## src/sv/fpsqrt_pkg.sv

```systemverilog
`default_nettype none
package fpsqrt_pkg;

  localparam int FRAC_BITS = 32;
  localparam int WORD_BITS = 64;

  localparam int HALF_FRAC = FRAC_BITS / 2;
  // integer root of a WORD_BITS operand
  localparam int ROOT_INT_W = WORD_BITS / 2;
  localparam int ROOT_W = 48;
  localparam int INV_W = 49;

  // one / (r << HALF_FRAC) equals 2^DIV_SHIFT / r after truncation
  localparam int DIV_SHIFT = 2 * FRAC_BITS - HALF_FRAC;
  localparam int DIV_STEPS = DIV_SHIFT + 1;

  localparam int SQ_CNT_W = $clog2(ROOT_INT_W + 1);
  localparam int DV_CNT_W = $clog2(DIV_STEPS + 1);

  typedef logic [ROOT_INT_W-1:0] root_int_t;
  typedef logic [INV_W-1:0] inv_t;

endpackage
`default_nettype wire

```

## src/sv/fpsqrt_root.sv

```systemverilog
`default_nettype none
module fpsqrt_root
  import fpsqrt_pkg::*;
(
  input  wire logic                 clk,
  input  wire logic                 rst_n,
  input  wire logic                 start,
  input  wire logic [WORD_BITS-1:0] operand,
  output logic                      done,
  output root_int_t                 root
);

  logic [WORD_BITS-1:0]    op_r;
  logic [ROOT_INT_W+1:0]   rem_r;
  root_int_t               root_r;
  logic [SQ_CNT_W-1:0]     cnt_r;
  logic                    busy_r;
  logic                    done_r;

  logic [ROOT_INT_W+1:0]   rem_sh;
  logic [ROOT_INT_W+1:0]   trial;
  logic                    ge;
  logic [ROOT_INT_W+1:0]   rem_nxt;
  root_int_t               root_nxt;

  // bring down the next two operand bits and try a one digit
  always_comb begin
    rem_sh   = {rem_r[ROOT_INT_W-1:0], op_r[WORD_BITS-1 -: 2]};
    trial    = {root_r, 2'b01};
    ge       = (rem_sh >= trial);
    rem_nxt  = ge ? (rem_sh - trial) : rem_sh;
    root_nxt = {root_r[ROOT_INT_W-2:0], ge};
  end

  always_ff @(posedge clk) begin
    if (!rst_n) begin
      busy_r <= 1'b0;
      done_r <= 1'b0;
      cnt_r  <= '0;
    end else begin
      done_r <= 1'b0;
      if (start) begin
        busy_r <= 1'b1;
        cnt_r  <= '0;
        op_r   <= operand;
        rem_r  <= '0;
        root_r <= '0;
      end else if (busy_r) begin
        op_r   <= {op_r[WORD_BITS-3:0], 2'b00};
        rem_r  <= rem_nxt;
        root_r <= root_nxt;
        cnt_r  <= cnt_r + SQ_CNT_W'(1);
        if (cnt_r == SQ_CNT_W'(ROOT_INT_W - 1)) begin
          busy_r <= 1'b0;
          done_r <= 1'b1;
        end
      end
    end
  end

  assign done = done_r;
  assign root = root_r;

endmodule
`default_nettype wire

```

## src/sv/fpsqrt_div.sv

```systemverilog
`default_nettype none
module fpsqrt_div
  import fpsqrt_pkg::*;
(
  input  wire logic clk,
  input  wire logic rst_n,
  input  wire logic start,
  input  root_int_t divisor,
  output logic      done,
  output inv_t      quotient
);

  root_int_t             d_r;
  root_int_t             rem_r;
  inv_t                  q_r;
  logic [DV_CNT_W-1:0]   cnt_r;
  logic                  busy_r;
  logic                  done_r;

  logic [ROOT_INT_W:0]   rem_sh;
  logic                  ge;
  logic [ROOT_INT_W:0]   diff;
  root_int_t             rem_nxt;

  // dividend is a lone one bit, fed in on the first step only
  always_comb begin
    rem_sh  = {rem_r, (cnt_r == '0)};
    ge      = (rem_sh >= {1'b0, d_r});
    diff    = rem_sh - {1'b0, d_r};
    rem_nxt = ge ? diff[ROOT_INT_W-1:0] : rem_sh[ROOT_INT_W-1:0];
  end

  always_ff @(posedge clk) begin
    if (!rst_n) begin
      busy_r <= 1'b0;
      done_r <= 1'b0;
      cnt_r  <= '0;
    end else begin
      done_r <= 1'b0;
      if (start) begin
        busy_r <= 1'b1;
        cnt_r  <= '0;
        d_r    <= divisor;
        rem_r  <= '0;
        q_r    <= '0;
      end else if (busy_r) begin
        rem_r <= rem_nxt;
        // drop quotient bits that fall off the top of the field
        q_r   <= {q_r[INV_W-2:0], ge};
        cnt_r <= cnt_r + DV_CNT_W'(1);
        if (cnt_r == DV_CNT_W'(DIV_STEPS - 1)) begin
          busy_r <= 1'b0;
          done_r <= 1'b1;
        end
      end
    end
  end

  assign done     = done_r;
  assign quotient = q_r;

endmodule
`default_nettype wire

```

## src/sv/fixed_point_sqrt_and_inverse_sqrt_top.sv

```systemverilog
`default_nettype none
// Fixed-point square root and inverse square root. One item at a time: an
// item is computed by the bit-serial root at two operand bits per cycle,
// then by the restoring divide of one by the root at one quotient bit per
// cycle, then handed over to the output register. A zero or negative
// operand skips the root and the divide and returns zeros with
// nonpositive_input set. The input is taken again once the current item
// has moved to the output register, even while that result still waits
// on out_stall.
module fixed_point_sqrt_and_inverse_sqrt_top
  import fpsqrt_pkg::*;
(
  input  wire logic               clk,
  input  wire logic               rst_n,
  input  wire logic               in_valid,
  output logic                    in_stall,
  input  wire logic signed [63:0] in_raw_value,
  output logic                    out_valid,
  input  wire logic               out_stall,
  output logic [ROOT_W-1:0]       out_root,
  output logic [INV_W-1:0]        out_inverse_root,
  output logic                    out_nonpositive_input
);

  typedef enum logic [1:0] {S_IDLE, S_ROOT, S_DIV, S_DONE} state_t;

  state_t               state_r;
  logic                 np_r;
  logic                 out_valid_r;
  logic [ROOT_W-1:0]    out_root_r;
  inv_t                 out_inv_r;
  logic                 out_np_r;

  logic [WORD_BITS-1:0] word;
  logic                 nonpos;
  logic                 accept;
  logic                 load;
  logic                 root_done;
  root_int_t            root_int;
  logic                 div_done;
  inv_t                 quot;
  logic [ROOT_W+ROOT_INT_W+HALF_FRAC-1:0] root_wide;

  assign word     = in_raw_value[WORD_BITS-1:0];
  assign nonpos   = (word == '0) || word[WORD_BITS-1];
  assign in_stall = (state_r != S_IDLE);
  assign accept   = in_valid && !in_stall;
  assign load     = (state_r == S_DONE) && (!out_valid_r || !out_stall);
  assign root_wide = {{ROOT_W{1'b0}}, root_int, {HALF_FRAC{1'b0}}};

  fpsqrt_root u_root (
    .clk     (clk),
    .rst_n   (rst_n),
    .start   (accept && !nonpos),
    .operand (word),
    .done    (root_done),
    .root    (root_int)
  );

  fpsqrt_div u_div (
    .clk      (clk),
    .rst_n    (rst_n),
    .start    (root_done),
    .divisor  (root_int),
    .done     (div_done),
    .quotient (quot)
  );

  always_ff @(posedge clk) begin
    if (!rst_n) begin
      state_r     <= S_IDLE;
      out_valid_r <= 1'b0;
    end else begin
      case (state_r)
        S_IDLE: begin
          if (accept) begin
            np_r    <= nonpos;
            state_r <= nonpos ? S_DONE : S_ROOT;
          end
        end
        S_ROOT: begin
          if (root_done) state_r <= S_DIV;
        end
        S_DIV: begin
          if (div_done) state_r <= S_DONE;
        end
        S_DONE: begin
          if (load) state_r <= S_IDLE;
        end
        default: state_r <= S_IDLE;
      endcase

      if (load) begin
        out_valid_r <= 1'b1;
        out_root_r  <= np_r ? '0 : root_wide[ROOT_W-1:0];
        out_inv_r   <= np_r ? '0 : quot;
        out_np_r    <= np_r;
      end else if (!out_stall) begin
        out_valid_r <= 1'b0;
      end
    end
  end

  assign out_valid             = out_valid_r;
  assign out_root              = out_root_r;
  assign out_inverse_root      = out_inv_r;
  assign out_nonpositive_input = out_np_r;

endmodule
`default_nettype wire

```

## config.mk

```make
export PLATFORM = sky130hd
export DESIGN_NAME = fixed_point_sqrt_and_inverse_sqrt_top
export DESIGN_NICKNAME = d
export VERILOG_FILES = /design/src/sv/fpsqrt_pkg.sv /design/src/sv/fpsqrt_root.sv /design/src/sv/fpsqrt_div.sv /design/src/sv/fixed_point_sqrt_and_inverse_sqrt_top.sv
export SDC_FILE = /design/constraint.sdc
export NUM_CORES = 1
export LEC_CHECK = 0
export ABC_AREA = 1
export ABC_CLOCK_PERIOD_IN_PS = 10600
export BUFFER_PORTS_ARGS = -buffer_cell sky130_fd_sc_hd__buf_2
export CAP_MARGIN = 20
export CORE_AREA = 2 2 219 221
export DETAILED_ROUTE_END_ITERATION = 10
export DIE_AREA = 0 0 221 223
export PLACE_DENSITY = 0.61
export SYNTH_ARGS = -nofsm -noshare
export SYNTH_HDL_FRONTEND = slang
export SYNTH_HIERARCHICAL = 1
export SYNTH_SLANG_ARGS = --single-unit
```

## constraint.sdc

```tcl
create_clock -name clk -period 10.6 [get_ports clk]
set_input_delay 0 -clock clk [delete_from_list [all_inputs] [get_ports clk]]
set_output_delay 0 -clock clk [all_outputs]
set_load 0.01 [all_outputs]
```

# --- Word level (Yosys, flattened, before mapping) ---
# Cells that the tools add are included.
totals:
  register_bits: 359
  inputBits: 68
  output_inout_bits: 100
op_classes:
  reduce_logical: 25
  bitwise_logic: 3
  n_addsub: 4
  n_eq_ne: 10
  n_mux: 24
  order_cmp: 2
ops:
  columns: ["cell", "count"]
  rows:
  - ["two-way mux 32 bit", 5]
  - ["two-way mux 64 bit", 2]
  - ["zero test 64 bit", 1]
  - ["subtractor 32 bit", 2]
  - ["two-way mux 49 bit", 1]
  - ["greater-or-equal comparator 34 bit", 1]
  - ["greater-or-equal comparator 33 x 32 -> 1 bit", 1]
  - ["adder 6 x 1 -> 6 bit (second input constant)", 2]
  - ["two-way mux 1 bit", 10]
  - ["two-way mux 2 bit", 5]
  - ["one-hot mux 2 bit (4 select lines)", 1]
  - ["AND reduction 2 bit", 4]
  - ["== test 6 x 5 -> 1 bit (second input constant)", 1]
  - ["== test 6 bit (second input constant)", 1]
  - ["zero test 6 bit", 1]
  - ["inequality test 2 x 1 -> 1 bit (second input constant)", 3]
  - ["nonzero test 2 bit", 3]
  - ["OR reduction 3 bit", 2]
  - ["== test 2 bit (second input constant)", 2]
  - ["zero test 1 bit", 4]
  - ["inequality test 2 bit (second input constant)", 2]
  - ["AND reduction 4 bit", 1]
  - ["OR reduction 2 bit", 2]
  - ["logical AND 1 bit", 3]
  - ["5 further kinds", 8]

# --- Logic depth before layout (Yosys ltp) ---
# Gate-level depths: netlist (run 1).
logic_depth:
  word_depth: 6
  depth_mapped: 20

# --- Hierarchy ---
# The synthesis (run 1) kept the hierarchy.
modules_own_cells:
  columns: ["module", "area_per_inst_um2", "instances", "cells_per_inst"]
  rows:
  - ["fpsqrt_root", 8374.3, 1, 1110]
  - ["fpsqrt_div", 7835.0, 1, 1026]
  - ["fixed_point_sqrt_and_inverse_sqrt_top", 3758.6, 1, 371]

# --- Least setup slack after synthesis (run 1) ---
# Ideal clock, no wire load.
synth_path:
  path_type: "reg-to-reg"
  from: "register state_r[0]"
  to: "register u_root.busy_r"
  t_arrival_ns: 8.094
  n_path_buf: 1
  period_less_slack_ns: 8.177
  stages_incl_launch_ff: 10
  path_slack_ns: 2.423
  setup_ns: 0.083
  t_required_ns: 10.517
  path_cell_list: "dfxtp_1 > inv_1 > ha_1 > inv_1 > nor3_1 > clkbuf_1 > inv_2 > a21oi_1 > o21ai_0 > inv_1"
synth_between:
  elab_chain_len: 5
synth_rtl:
  columns: ["element", "line_no", "rtl"]
  rows:
  - ["start: declaration", "fixed_point_sqrt_and_inverse_sqrt_top.sv:27", "state_t state_r;"]
  - ["start signal: assignment", "fixed_point_sqrt_and_inverse_sqrt_top.sv:78", "state_r <= nonpos ? S_DONE : S_ROOT;"]
  - ["nonzero test 2 bit", "fixed_point_sqrt_and_inverse_sqrt_top.sv:46", "assign in_stall = (state_r != S_IDLE);"]
  - ["named net in_stall", "fixed_point_sqrt_and_inverse_sqrt_top.sv:16", "output logic in_stall,"]
  - ["zero test 1 bit", "fixed_point_sqrt_and_inverse_sqrt_top.sv:47", "assign accept = in_valid && !in_stall;"]
  - ["logical AND 1 bit", "fixed_point_sqrt_and_inverse_sqrt_top.sv:47", null]
  - ["logical AND 1 bit", "fixed_point_sqrt_and_inverse_sqrt_top.sv:54", ".start (accept && !nonpos),"]
  - ["two-way mux 1 bit", "fpsqrt_root.sv:42", "if (start) begin"]
  - ["end signal: assignment", "fpsqrt_root.sv:37", "busy_r <= 1'b0;"]
  - ["end signal: assignment", "fpsqrt_root.sv:43", "busy_r <= 1'b1;"]
  - ["end signal: assignment", "fpsqrt_root.sv:54", "busy_r <= 1'b0;"]
  - ["end: declaration", "fpsqrt_root.sv:17", "logic busy_r;"]
# The timed path passes the listed nets, and every way through them passes these cells.
# A chain may end at the register's enable or synchronous reset.

# --- Worst setup path after layout (run 1) ---
layout_path:
  from: "register state_r[0]"
  to: "register u_root.root_r[17] (netlist: u_root/root[17]), enable pin"
layout_between:
  elab_chain_len: 6
layout_rtl:
  columns: ["element", "line_no", "rtl"]
  rows:
  - ["nonzero test 2 bit", "fixed_point_sqrt_and_inverse_sqrt_top.sv:46", null]
  - ["zero test 1 bit", "fixed_point_sqrt_and_inverse_sqrt_top.sv:47", null]
  - ["logical AND 1 bit", "fixed_point_sqrt_and_inverse_sqrt_top.sv:47", null]
  - ["logical AND 1 bit", "fixed_point_sqrt_and_inverse_sqrt_top.sv:54", null]
  - ["nonzero test 2 bit (no line)", null, null]
  - ["AND reduction 2 bit (no line)", null, null]
  - ["end signal: assignment", "fpsqrt_root.sv:51", "root_r <= root_nxt;"]
  - ["end: declaration", "fpsqrt_root.sv:15", "root_int_t root_r;"]
# Every way passes these cells.

==> results.json, run 1 <==
{
  "outcome": "finished clean",
  "instances_no_fill": 3370,
  "slowest_stage": "buf_4",
  "clockRootBuffer": "clkbuf_16",
  "worstSetupEndpointType": "register",
  "p_seq_share_pct": 44.2,
  "grt_overflow": 0,
  "antenna_found_initial": 0,
  "stdcell_area_sq_mm": 0.02318,
  "hold_start": "in_raw_value[30]",
  "clock_sinks": 343,
  "async_reset_ff_share_pct": 0,
  "p_leak_nw": 11.56,
  "numCtsBuffers": 39,
  "slew_headroom_pct": 29.58,
  "hold_depth": 4,
  "nFillCells": 4516,
  "r2r-end": "u_root/root[17]",
  "fp.dieArea_sq_mm": 0.04928,
  "firstDrtPassIters": 5,
  "min_period_ns": 3.007,
  "yosysTopAreaCell": "edfxtp_1",
  "synth_seq_cells": 343,
  "cts_tree": "built",
  "synth_cell_types": 44,
  "p_sw_mw": 1.114,
  "hold_viol": 0,
  "synth_cells": 2507,
  "slew_viol_final": 0,
  "rows": 80,
  "clkPwrFrac_pct": 35.2,
  "irDropWorstVdd_uv": 113.4,
  "max_freq_mhz": 332.6,
  "crit_required_ns": 10.78,
  "post_cts_buffers": 0,
  "pin_count": 168,
  "startpoint_type": "register",
  "grt_pass1_wl_um": 76920,
  "rr_worst_depth": 8,
  "routed_wl_um": 47470,
  "fin_skew_ns": 0.01498,
  "cap_viol_max_count": 0,
  "fin_crit_sh_pct": 28.37,
  "wl_per_cell_um": 14.09,
  "switching_share_pct": 29.29,
  "hp-class": "input pin to register",
  "syn_to_final_growth_pct": 16.11,
  "p_comb_share_pct": 20.6,
  "rr_startpoint": "state_r[0]",
  "multi_input_area_sq_mm": 0.007601,
  "crit_chain": "inv_1, ha_1, inv_1, nor3_2, inv_2, a21oi_4, buf_4, buf_4",
  "worst_pin_slew_ns": 1.056,
  "synth_area_leaders": "edfxtp_1 (49%), nand2_1 (15%), inv_1 (9.4%)",
  "grt_pass1_vias": 15350,
  "clk_pin_slew_ns": 0.06,
  "seqCellArea_sq_mm": 0.01011,
  "cp_data_arrival_time_ns": 3.18,
  "grt_use_total_pct": 19.24,
  "htree_levels": 2,
  "synth_warnings": 6,
  "p_int_mw": 2.688,
  "crit_fanout": 81,
  "synthFlopType": "edfxtp_1",
  "min_to": "u_root/op_r[30]",
  "vias": 15700,
  "avgSynthCellArea_sq_um": 7.965,
  "whs_ns": 0.2691,
  "core_sq_mm": 0.04715,
  "cellPowerDensity_mw_per_mm2": 164.0,
  "start_util_pct": 42.35,
  "drc": 0,
  "ant_nets": 0,
  "yosysSeqAreaShare_pct": 50.63,
  "max_stage_delay_ns": 0.78,
  "drive_gt1_share_pct": 11.83,
  "drtIter0Drc": 1017,
  "clock_path_buffers": 3,
  "via_per_inst": 4.660,
  "synth_top_area_share_pct": 48.72,
  "syn_area_sq_mm": 0.01997,
  "synth_edf_count": 324,
  "dp_hpwl_um": 33590,
  "clk_latency_ns": 0.56,
  "place_congestion": 0.9452,
  "setup-violations-final": 0,
  "rsz0062_at_grt": "false",
  "grt_max_degree": 105,
  "antenna_cells": 0,
  "worstSetupPathType": "register to register",
  "r2r_slack_ns": 7.59,
  "numPortBuffers": 151,
  "dieHeight_um": 223,
  "nNetsFinal": 2868,
  "placedCellCount": 3231,
  "dpl_cell_area_sq_mm": 0.02125,
  "die_x_um": 221,
  "setup-tns-final_ns": 0
}
-- power by group through the flow --
stage	combinational, mW	sequential (mW)	clock, mW
detailed placement	0.765	1.71	0
finish	0.783	1.68	1.34
floorplan	0.572	1.72	0
global route	0.902	1.69	1.42
global placement	0.751	1.71	0
CTS	0.788	1.68	1.38
-- synthesized netlist by cell type, drive strengths merged, types with 12 or more instances --
library cell and instances:
buf 42, nor2 415, nand3b 16, xor2 17, ha 74, dfxtp 19
edfxtp 324, inv 510, xnor2 12, nor3 26, nand4 12, nand3 85
clkbuf 27, nand2 840, and2 12, a21oi 57
-- logic make-up after synthesis --
kind of cell | count (synthesis) | share of synthesized area (%)
other | 1 | 0.01878
flip-flops | 343 | 50.63
adder cells (fa/ha/maj) | 75 | 4.737
XOR/XNOR | 29 | 1.272
AND/OR/NAND/NOR | 1410 | 29.63
buffers and inverters | 580 | 11.73
AO/OA/AOI/OAI | 69 | 1.980
-- registers in the layout (all words and copies together), names as in the netlist --
signal,flops
u_root/rem_r,32
out_nonpositive_input,1
u_root/op_r,64
u_root/busy_r,1
out_inverse_root,49
u_div/cnt_r,6
u_div/d_r,32
u_div/busy_r,1
state_r,2
u_div/quotient,49
u_root/done,1
u_root/root,32
out_valid,1
u_div/rem_r,32
np_r,1
out_root,32
u_div/done,1
u_root/cnt_r,6
-- worst max-delay path: cells and delay by family (launching register included) --
| family | cells | cell delay [ns] |
|---|---|---|
| buffers and inverters | 5 | 1.71 |
| flip-flops | 1 | 0.33 |
| AND/OR/NAND/NOR | 1 | 0.22 |
| adder cells (fa/ha/maj) | 1 | 0.18 |
| AO/OA/AOI/OAI | 1 | 0.13 |
-- routing by layer --
layer	part of all wire (%)	wire [um]	vias to the layer above	track usage, %
li1	-	-	8067	-
met1	46	21650	7215	25.64
met2	47	22380	349	32.42
met3	4.6	2189	72	2.450
met4	2.6	1254	0	6.582
met5	0	0	-	0
-- final cells by class --
| type | instances | share of cell area [%] |
|---|---|---|
| inverters | 511 | 8.273 |
| repair buffers | 231 | 6.584 |
| clock inverters | 21 | 0.8149 |
| clock buffers | 50 | 4.614 |
| flip-flops and latches | 343 | 43.61 |
| multi-input cells | 1599 | 32.78 |
| well taps | 615 | 3.319 |
-- how the worst max path moves through the flow --
stage          slack, ns               end       start
6_report            7.59   u_root/root[17]  state_r[0]
5_1_grt             7.29  u_root/rem_r[17]  state_r[0]
4_1_cts             7.51  u_root/rem_r[19]  state_r[0]
3_5_place_dp        7.54   u_root/root[29]  state_r[0]
3_3_place_gp        7.59   u_root/root[29]  state_r[0]
2_1_floorplan       2.42     u_root/busy_r  state_r[0]
-- through the flow --
stage / setup WS [ns] / power (mW) / util, %
after CTS: 7.509 / 3.849 / 49.18
after floorplan: 2.423 / 2.293 / -
after detailed placement: 7.544 / 2.474 / 45.06
after global routing: 7.288 / 4.015 / 49.18
final: 7.593 / 3.802 / 49.18
after global placement: 7.592 / 2.458 / 45.06
-- timing repair --
action	CTS	global route
hold buffers	68	0
resized for setup	0	0
hold endpoints to repair	78	0
-- layout by cell type (no fill, tap or decap), types with 16 or more instances in the layout --
master and count:
a21oi_1 47, nand3b_1 16, edfxtp_1 324, dlygate4sd3_1 68, buf_2 151, nand3_1 59
nor3_1 21, nand3_2 25, nor2_1 390, clkbuf_16 41, conb_1 16, nand2_1 814
nor2_2 19, nand2_2 22, dfxtp_1 18, xor2_1 17, inv_1 501, ha_1 74
Power figures use the tool's default switching activity.
==> inputs of run 2 (changes only) <==
- ABC_CLOCK_PERIOD_IN_PS: 10600 -> 2600
- PLACE_DENSITY: 0.61 -> 0.63
- clock period: 10.6 -> 2.6 ns (I/O delays scaled with it)
==> results.json, run 2 (synthesized netlist as in run 1, its figures left out) <==
{
  "nFillCells": 4412,
  "placedCellCount": 3273,
  "clock_sinks": 343,
  "numPortBuffers": 151,
  "max_freq_mhz": 408.1,
  "regMostFlops": "u_root/op_r",
  "worst_pin_slew_ns": 0.6026,
  "hold_depth": 4,
  "die_x_um": 221,
  "min_period_ns": 2.450,
  "outcome": "finished clean",
  "multi_input_area_sq_mm": 0.007720,
  "grt_use_total_pct": 19.66,
  "drive_gt1_share_pct": 14.56,
  "grt_overflow": 0,
  "met1_usage_pct": 25.65,
  "worstSetupPathType": "register to register",
  "crit_fanout": 16,
  "p_leak_nw": 11.82,
  "nNetsFinal": 2916,
  "antenna_cells": 0,
  "numCtsBuffers": 40,
  "seqCellArea_sq_mm": 0.01011,
  "firstDrtPassIters": 7,
  "worstSetupEndpointType": "register",
  "ant_nets": 0,
  "vias": 16060,
  "pin_count": 168,
  "r2r_slack_ns": 0.15,
  "routed_wl_um": 48510,
  "slew_viol_final": 0,
  "fin_crit_sh_pct": 94.24,
  "final.setup.worst_slack_ns": 0.1497,
  "syn_to_final_growth_pct": 19.37,
  "slew_headroom_pct": 59.74,
  "instances_no_fill": 3417,
  "layout_common_cells": "nand2_1 (806), inv_1 (496), nor2_1 (388)",
  "antenna_found_initial": 0,
  "grt_pass1_wl_um": 78860,
  "use_met3_pct": 3.082,
  "use_met2_pct": 33.21,
  "wl_per_cell_um": 14.20,
  "grt-busiest-layer": "met2",
  "crit_required_ns": 2.91,
  "dieHeight_um": 223,
  "fin_skew_ns": 0.01760,
  "drc": 0,
  "htree_levels": 2,
  "fin_util_pct": 50.56,
  "largest_reg_flops": 64,
  "place_ws_ns": 0.0006193,
  "dp_hpwl_um": 34560,
  "irDropWorstVdd_uv": 521.7,
  "rsz0062_at_grt": "true",
  "grt_pass1_vias": 16040,
  "cp_data_arrival_time_ns": 2.76,
  "hold_viol": 0,
  "drtIter0Drc": 1028,
  "rows": 80,
  "hp-class": "input pin to register",
  "place_congestion": 0.9785,
  "core_sq_mm": 0.04715,
  "startpoint_type": "register",
  "clk_latency_ns": 0.56,
  "via_per_inst": 4.699,
  "grt_max_degree": 105,
  "start_util_pct": 42.35,
  "cap_viol_max_count": 0,
  "clockRootBuffer": "clkbuf_16",
  "final_common_cell": "nand2_1",
  "setup-violations-final": 0,
  "clk_pin_slew_ns": 0.06,
  "rr_worst_depth": 16,
  "fp.dieArea_sq_mm": 0.04928,
  "clock_path_buffers": 3,
  "cellPowerDensity_mw_per_mm2": 653.1,
  "cts_tree": "built"
}
run 2: cell count changes in the layout (fill, tap and decap cells not counted), moves of 8 or more:
cell,previous run,this run
nand2_1,814,806
buf_12,0,16
ha_2,0,8
ha_1,74,65
buf_4,12,41
run 2: worst max-delay path: stages (launching register included):
cell	delay [ns]
dfxtp_2	0.32
inv_1	0.07
ha_2	0.18
nand3_2	0.08
nor2_1	0.08
nand2_1	0.08
ha_2	0.32
inv_2	0.05
nor2_1	0.10
nand2_1	0.06
nor2_1	0.11
nand3_2	0.15
nand4_1	0.14
nor2_2	0.06
buf_4	0.20
nor2_1	0.13
nor2_1	0.05
run 2: final cells by class:
| type | count | share of cell area, % |
|---|---|---|
| Clock buffer | 49 | 4.472 |
| Clock inverter | 22 | 0.6036 |
| Inverter | 511 | 8.068 |
| Multi-Input combinational cell | 1599 | 32.39 |
| Sequential cell | 343 | 42.43 |
| Tap cell | 615 | 3.228 |
| Timing Repair Buffer | 278 | 8.808 |
run 2: repair_timing:
| item | in CTS | in global routing |
|---|---|---|
| resized for setup | 0 | 32 |
| hold buffers | 69 | 0 |
| endpoints found under the hold margin | 79 | 0 |
| endpoints found under the setup margin | 0 | 60 |
| buffers inserted | 0 | 3 |
run 2: worst paths after layout:
check                                       from               to
worst min register to register    u_div/cnt_r[5]   u_div/cnt_r[5]
worst max register to register    u_div/cnt_r[1]  u_div/rem_r[10]
worst min-delay path            in_raw_value[48]  u_root/op_r[48]
worst max-delay path              u_div/cnt_r[1]  u_div/rem_r[10]
run 2: through the flow:
stage / total power, mW / cell area [sq um] / hold WS (ns) / setup TNS, ns
after floorplan: 9.327 / 20080 / 0.1287 / -147.04
after global placement: 10.26 / 21790 / 0.2887 / 0
after detailed placement: 10.34 / 21790 / 0.2897 / 0
after CTS: 15.71 / 23690 / 0.2272 / 0
after global routing: 16.42 / 23840 / 0.2811 / -0.09152
final: 15.57 / 23840 / 0.2700 / 0
run 2: metal layers:
metal	part of all wire (%)	vias to the layer above
li1	-	8151
met3	4.7	102
met5	0	-
met1	44	7421
met4	3.1	0
met2	48	384
run 2: where the power goes:
group | switching, mW | internal [mW]
logic | 2.21 | 1.28
clock network | 2.30 | 2.94
registers | 0.179 | 6.66
